[config.mk]
export PLATFORM = sky130hd
export DESIGN_NAME = rbc_div
export DESIGN_NICKNAME = d
export VERILOG_FILES = /design/src/sv/rbc_pkg.sv /design/src/sv/rbc_div.sv
export SDC_FILE = /design/constraint.sdc
export NUM_CORES = 1
export LEC_CHECK = 0
export ABC_AREA = 1
export BUFFER_PORTS_ARGS = -buffer_cell sky130_fd_sc_hd__buf_2
export CAP_MARGIN = 25
export CORE_MARGIN = 2
export CORE_UTILIZATION = 50
export CTS_BUF_LIST = sky130_fd_sc_hd__clkbuf_16
export DETAILED_ROUTE_END_ITERATION = 10
export PLACE_DENSITY = 0.74
export SETUP_SLACK_MARGIN = 0.02
export SLEW_MARGIN = 20
export SYNTH_ARGS = -nofsm -noshare
export SYNTH_HDL_FRONTEND = slang
export SYNTH_SLANG_ARGS = --single-unit
[constraint.sdc]
create_clock -name clk -period 9.6 [get_ports clk]
set_clock_uncertainty 0.1 [all_clocks]
set_input_delay 1.92 -clock clk [delete_from_list [all_inputs] [get_ports clk]]
set_output_delay 1.92 -clock clk [all_outputs]
set_load 0.005 [all_outputs]
[src/sv/rbc_pkg.sv]
`timescale 1ns / 1ps
`default_nettype none
package rbc_pkg;
  typedef enum logic [3:0] {
    ST_IDLE, ST_DIFF, ST_DIVX, ST_DIVY, ST_MEAN, ST_SQX, ST_SQY,
    ST_CROSS, ST_DIVC, ST_VARX, ST_VARY, ST_FIN, ST_OUT
  } state_t;
endpackage
`default_nettype wire

[src/sv/rbc_div.sv]
`timescale 1ns / 1ps
`default_nettype none
module rbc_div import rbc_pkg::*; (
  input  wire logic        clk,
  input  wire logic        rst,
  input  wire logic        start,
  input  wire logic [63:0] dividend,
  input  wire logic [31:0] divisor,
  output logic             done,
  output logic [63:0]      quotient
);
  logic [6:0]  cnt;
  logic [32:0] rem;
  logic        busy;
  logic [33:0] trial;

  assign trial = {rem, quotient[63]} - {2'b0, divisor};

  // One quotient bit per cycle, restoring.
  always_ff @(posedge clk) begin
    if (rst) begin
      busy <= 1'b0;
      done <= 1'b0;
      cnt  <= '0;
    end else begin
      done <= 1'b0;
      if (start) begin
        busy     <= 1'b1;
        cnt      <= 7'd64;
        rem      <= '0;
        quotient <= dividend;
      end else if (busy) begin
        if (!trial[33]) begin
          rem      <= trial[32:0];
          quotient <= {quotient[62:0], 1'b1};
        end else begin
          rem      <= {rem[31:0], quotient[63]};
          quotient <= {quotient[62:0], 1'b0};
        end
        cnt <= cnt - 7'd1;
        if (cnt == 7'd1) begin
          busy <= 1'b0;
          done <= 1'b1;
        end
      end
    end
  end
endmodule
`default_nettype wire

==> Word level (Yosys, flattened, before mapping) <==
Index checks and enable logic that the tools add are counted.
{ "totals": {"in_bits": 99, "word_cells": 26, "output_inout_bits": 65, "mem_bits_ro": 0, "memories": 0, "ramBits": 0, "latch_bits": 0, "reg_bits": 106} }
{ "op_classes": {"n_mux": 11, "addsub": 2, "mul": 0, "reduce_logical": 4, "bitwise": 2, "n_shift": 0, "magnitude_cmp": 0, "n_eq_ne": 1, "n_div": 0} }
{ "ops": {"columns": ["operator", "n"], "rows": [
  ["64-bit 2-to-1 mux", 2],
  ["33-bit 2-to-1 mux", 2],
  ["34-bit by 32-bit subtractor with 34-bit output", 1],
  ["7-bit 2-to-1 mux", 2],
  ["7-bit by 1-bit == test with 1-bit output, second input constant", 1],
  ["7-bit by 1-bit subtractor with 7-bit output, second input constant", 1],
  ["1-bit 2-to-1 mux", 5],
  ["3-bit OR reduction", 1],
  ["1-bit NOT", 2],
  ["2-bit AND reduction", 1],
  ["2-bit nonzero test", 1],
  ["2-bit OR reduction", 1]
]} }

==> Longest topological paths before layout <==
{ "logic_depth": {"word_depth": 4, "depth_mapped": 19} }

==> Worst setup path before layout <==
No wires, ideal clock.
{ "synth_timing": {"kind": "input-to-reg", "startpoint": "in start", "endpoint": "reg quotient[0], enable pin", "path_stages": 3, "arrival_ns": 7.067, "setup_time_ns": 0.587, "setup_slack_ns": 1.846, "n_path_buf": 1, "path_cell_list": "clkbuf_1 clkinv_1 a21oi_1"} }
{ "synth_via": {"elab_chain_len": 2} }
{ "synth_lines": {"columns": ["element", "line", "text"], "rows": [
  ["start: declaration", "rbc_div.sv:6", "input wire logic start,"],
  ["2-bit nonzero test (no line)", null, null],
  ["2-bit AND reduction (no line)", null, null],
  ["end signal: assignment", "rbc_div.sv:31", "quotient <= dividend;"],
  ["end signal: assignment", "rbc_div.sv:35", "quotient <= {quotient[62:0], 1'b1};"],
  ["end signal: assignment", "rbc_div.sv:38", "quotient <= {quotient[62:0], 1'b0};"],
  ["end: declaration", "rbc_div.sv:10", "output logic [63:0] quotient"]
]} }
No other way between the ends.
A chain may end at the register's enable or synchronous reset.

==> Final worst setup path <==
{ "layout_timing": {"startpoint": "in divisor[21]", "endpoint": "reg rem[9], data pin"} }
{ "layout_via": {"elab_chain_len": 3} }
{ "layout_lines": {"columns": ["element", "line", "text"], "rows": [
  ["start: declaration", "rbc_div.sv:8", "input wire logic [31:0] divisor,"],
  ["34-bit by 32-bit subtractor with 34-bit output", "rbc_div.sv:17", "assign trial = {rem, quotient[63]} - {2'b0, divisor};"],
  ["33-bit 2-to-1 mux", "rbc_div.sv:33", "if (!trial[33]) begin"],
  ["33-bit 2-to-1 mux", "rbc_div.sv:32", "end else if (busy) begin"],
  ["end signal: assignment", "rbc_div.sv:34", "rem <= trial[32:0];"],
  ["end signal: assignment", "rbc_div.sv:37", "rem <= {rem[31:0], quotient[63]};"],
  ["end: declaration", "rbc_div.sv:13", "logic [32:0] rem;"]
]} }
No other way between the ends. The select of a mux whose other input is x is not followed.

==> flow_metrics.py <==
metrics = {
    "placed_design": {
        "dpl-instance-area_um2": 8510,
        "gp_congestion": 0.946,
        "portBuffers": 163,
        "hpwl_mm": 14.6,
    },
    "setup_path": {
        "cpPeakStageDelay_ns": 0.59,
        "critPathRequiredTime_ns": 9.61,
        "critPathSlowestCell": "nand2_1",
        "worst_ep_arrival_time_ns": 4.50,
        "reg2reg_slack_ns": 6.33,
        "rr_startpoint": "rem[24]",
        "cp_top_family": "simple AND/OR/NAND/NOR gates",
        "endpoint_kind": "flop",
        "worstPathMaxFanout": 20,
        "crit_cells": 12,
        "crit_path_frequent_cell": "nor2_1",
        "endpoint": "rem[9]",
        "cp_num_buf_inv": 2,
        "r2r-end": "rem[9]",
        "reg2reg_depth": 10,
        "start_kind": "input port",
        "crit_chain": "buf_2 -> inv_1 -> ha_1 -> nand2_1 -> nor2_1 -> nand2_1 -> nor2_1 -> nand2_4 -> nand3_2 -> nand2_1 -> nor2_1 -> nor2_1",
        "path_class": "in2reg",
        "critPathLaunch": "divisor[21]",
    },
    "yosys": {
        "synth_cell_types": 36,
        "synth_warnings": 0,
        "syn_avg_cell_area_um2": 6.99,
        "synth_top_area_cell": "edfxtp_1",
        "yosysSeqAreaShare": 0.407,
        "synth_area_leaders": "edfxtp_1 (38%), nand2_1 (23%), inv_1 (8.8%), ha_1 (5.6%), nor2_1 (5.3%)",
        "ys_seq_elements": 106,
        "synthCells": 1086,
        "syn_nets": 1220,
        "netlist_area_um2": 7590,
        "synth_top_area_frac": 0.384,
    },
    "floorplanning": {
        "die_x_um": 127,
        "ios": 164,
        "rows": 45,
        "core_um2": 15000,
        "die-area_um2": 16200,
        "die_h_um": 127,
        "start_util": 0.505,
    },
    "sta": {
        "fin_crit_sh": 0.468,
        "tightest_slew_ns": 1.01,
        "setup_violations": 0,
        "period_needed_ns": 4.49,
        "final-hold-violation-count": 0,
        "slew-limit-headroom": 0.330,
        "rsz0062_at_grt": "false",
        "fmax_ghz": 0.223,
        "maxSlewViolCount": 0,
        "finalSetupTns_ns": 0,
    },
    "final_layout": {
        "design_area_um2": 8810,
        "layout_common_cells": "nand2_1 (463), inv_1 (179), buf_2 (163), nor2_1 (108), edfxtp_1 (97)",
        "syn_to_final_growth_pct": 16.1,
        "num-nets-final": 1370,
        "drive_above_1_share": 0.180,
        "antenna_cells": 0,
        "fillCellCount": 1469,
        "final_common_cell": "nand2_1",
    },
    "clock_tree": {
        "ctsRootBufferMaster": "clkbuf_16",
        "cts_tree": "built",
        "cts_setup_buffers": 0,
        "clkSinkCount": 106,
        "ctsLongestPathBuffers": 2,
        "insertion_delay_ns": 0.36,
        "cts_buffers": 9,
        "postCtsResizedCells": 0,
        "cts_hold_buf": 0,
        "path_clk_slew_ns": 0.07,
        "htreeDepth": 3,
    },
    "route": {
        "totalWireLength_mm": 19.3,
        "vias": 6991,
        "viasPerCell": 4.89,
        "first_pass_iters": 5,
        "postRouteAntennaNets": 0,
        "first_iter_violations": 503,
        "drc_errors": 0,
        "wl_per_cell_um": 13.5,
    },
    "flow_run": {
        "cap_violations": 0,
    },
    "pwr": {
        "power.leakage_nw": 4.86,
        "peakVddDrop_mv": 0.0977,
        "p_per_area_nw_per_um2": 154,
    },
    "grt": {
        "grt_pass1_wl_mm": 31.2,
        "grt_antenna_before_repair": 1,
        "grt_max_degree": 97,
        "overflow": 0,
        "grt_pass1_vias": 6500,
        "track_usage": 0.243,
    },
    "outcome": {
        "status": "finished clean",
    },
    "min_path": {
        "holdCritPathClass": "reg2reg",
    },
}
flip-flops by register name (all words and copies together) (netlist names):
register	flops
rem	33
cnt	7
busy	1
done	1
quotient	64
worst reg2reg max path, cell delays in order, from the launching register on:
cell	delay, ns
edfxtp_1	0.48
ha_1	0.43
nand2_1	0.14
nor2_1	0.19
nand2_1	0.10
nor2_1	0.17
nand2_4	0.09
nand3_2	0.30
nand2_1	0.59
nor2_1	0.36
nor2_1	0.08
layer usage:
layer,up-vias,track usage,wire [um]
li1,3622,-,-
met1,3113,0.312,8390
met2,229,0.408,9060
met3,25,0.0503,1400
met4,2,0.0873,401
met5,-,0,13
through the flow:
stage,util,setup slack [ns],hold WS (ns),cells,power (mW)
floorplan,-,1.85,0.334,1086,0.868
global placement,0.565,4.61,0.353,1412,0.964
detailed placement,0.566,4.77,0.371,1413,0.971
CTS,0.586,5.15,0.382,1429,1.36
global route,0.586,4.90,0.407,1429,1.43
finish,0.586,5.11,0.379,1429,1.35
logic make-up (layout without fill, tap and decap cells):
kind of cell / Yosys count / count (layout) / synth area share
simple gates: 684 / 684 / 0.375
buf+inv: 209 / 364 / 0.114
flops: 106 / 106 / 0.407
fa+ha+maj: 35 / 35 / 0.0587
compound gates: 35 / 35 / 0.0247
xor+xnor: 17 / 17 / 0.0196
power by group:
part | leakage, nW | switching (mW) | internal, mW | total (mW)
Clock | 0.155 | 0.184 | 0.206 | 0.390
Combinational | 3.69 | 0.249 | 0.140 | 0.389
Sequential | 1.01 | 0.0212 | 0.552 | 0.573
Total | 4.86 | 0.454 | 0.898 | 1.35
Yosys cell counts, drive strengths merged:
cell	n
nand2	474
ha	34
clkinv	1
or2	1
fa	1
dfxtp	9
o21ai	4
nor3	12
xor2	17
buf	16
nor3b	1
o21bai	3
and3	1
o21a	1
nand3b	7
nand4	1
edfxtp	97
a21oi	26
and2	5
nor2	120
nand3	62
inv	179
a211oi	1
clkbuf	13
final cells by class:
type	instances	area, um^2	share of cell area
clock buffer	9	225	0.0256
clock inverter	7	78.8	0.00895
inverter	180	676	0.0767
multi-input combinational	771	3640	0.413
sequential	106	3090	0.351
tap	188	235	0.0267
timing repair buffer	168	861	0.0977
worst min-delay path by stage:
| stage | cells past startpoint | slack (ns) | endpoint | startpoint |
|---|---|---|---|---|
| 2_1_floorplan | 2 | 0.33 | cnt[6] | cnt[6] |
| 3_3_place_gp | 2 | 0.35 | cnt[6] | cnt[6] |
| 3_5_place_dp | 2 | 0.37 | cnt[6] | cnt[6] |
| 4_1_cts | 2 | 0.38 | cnt[6] | cnt[6] |
| 5_1_grt | 2 | 0.41 | cnt[6] | cnt[6] |
| 6_report | 2 | 0.38 | cnt[6] | cnt[6] |
Note: power is estimated with default switching activity, not from simulation.
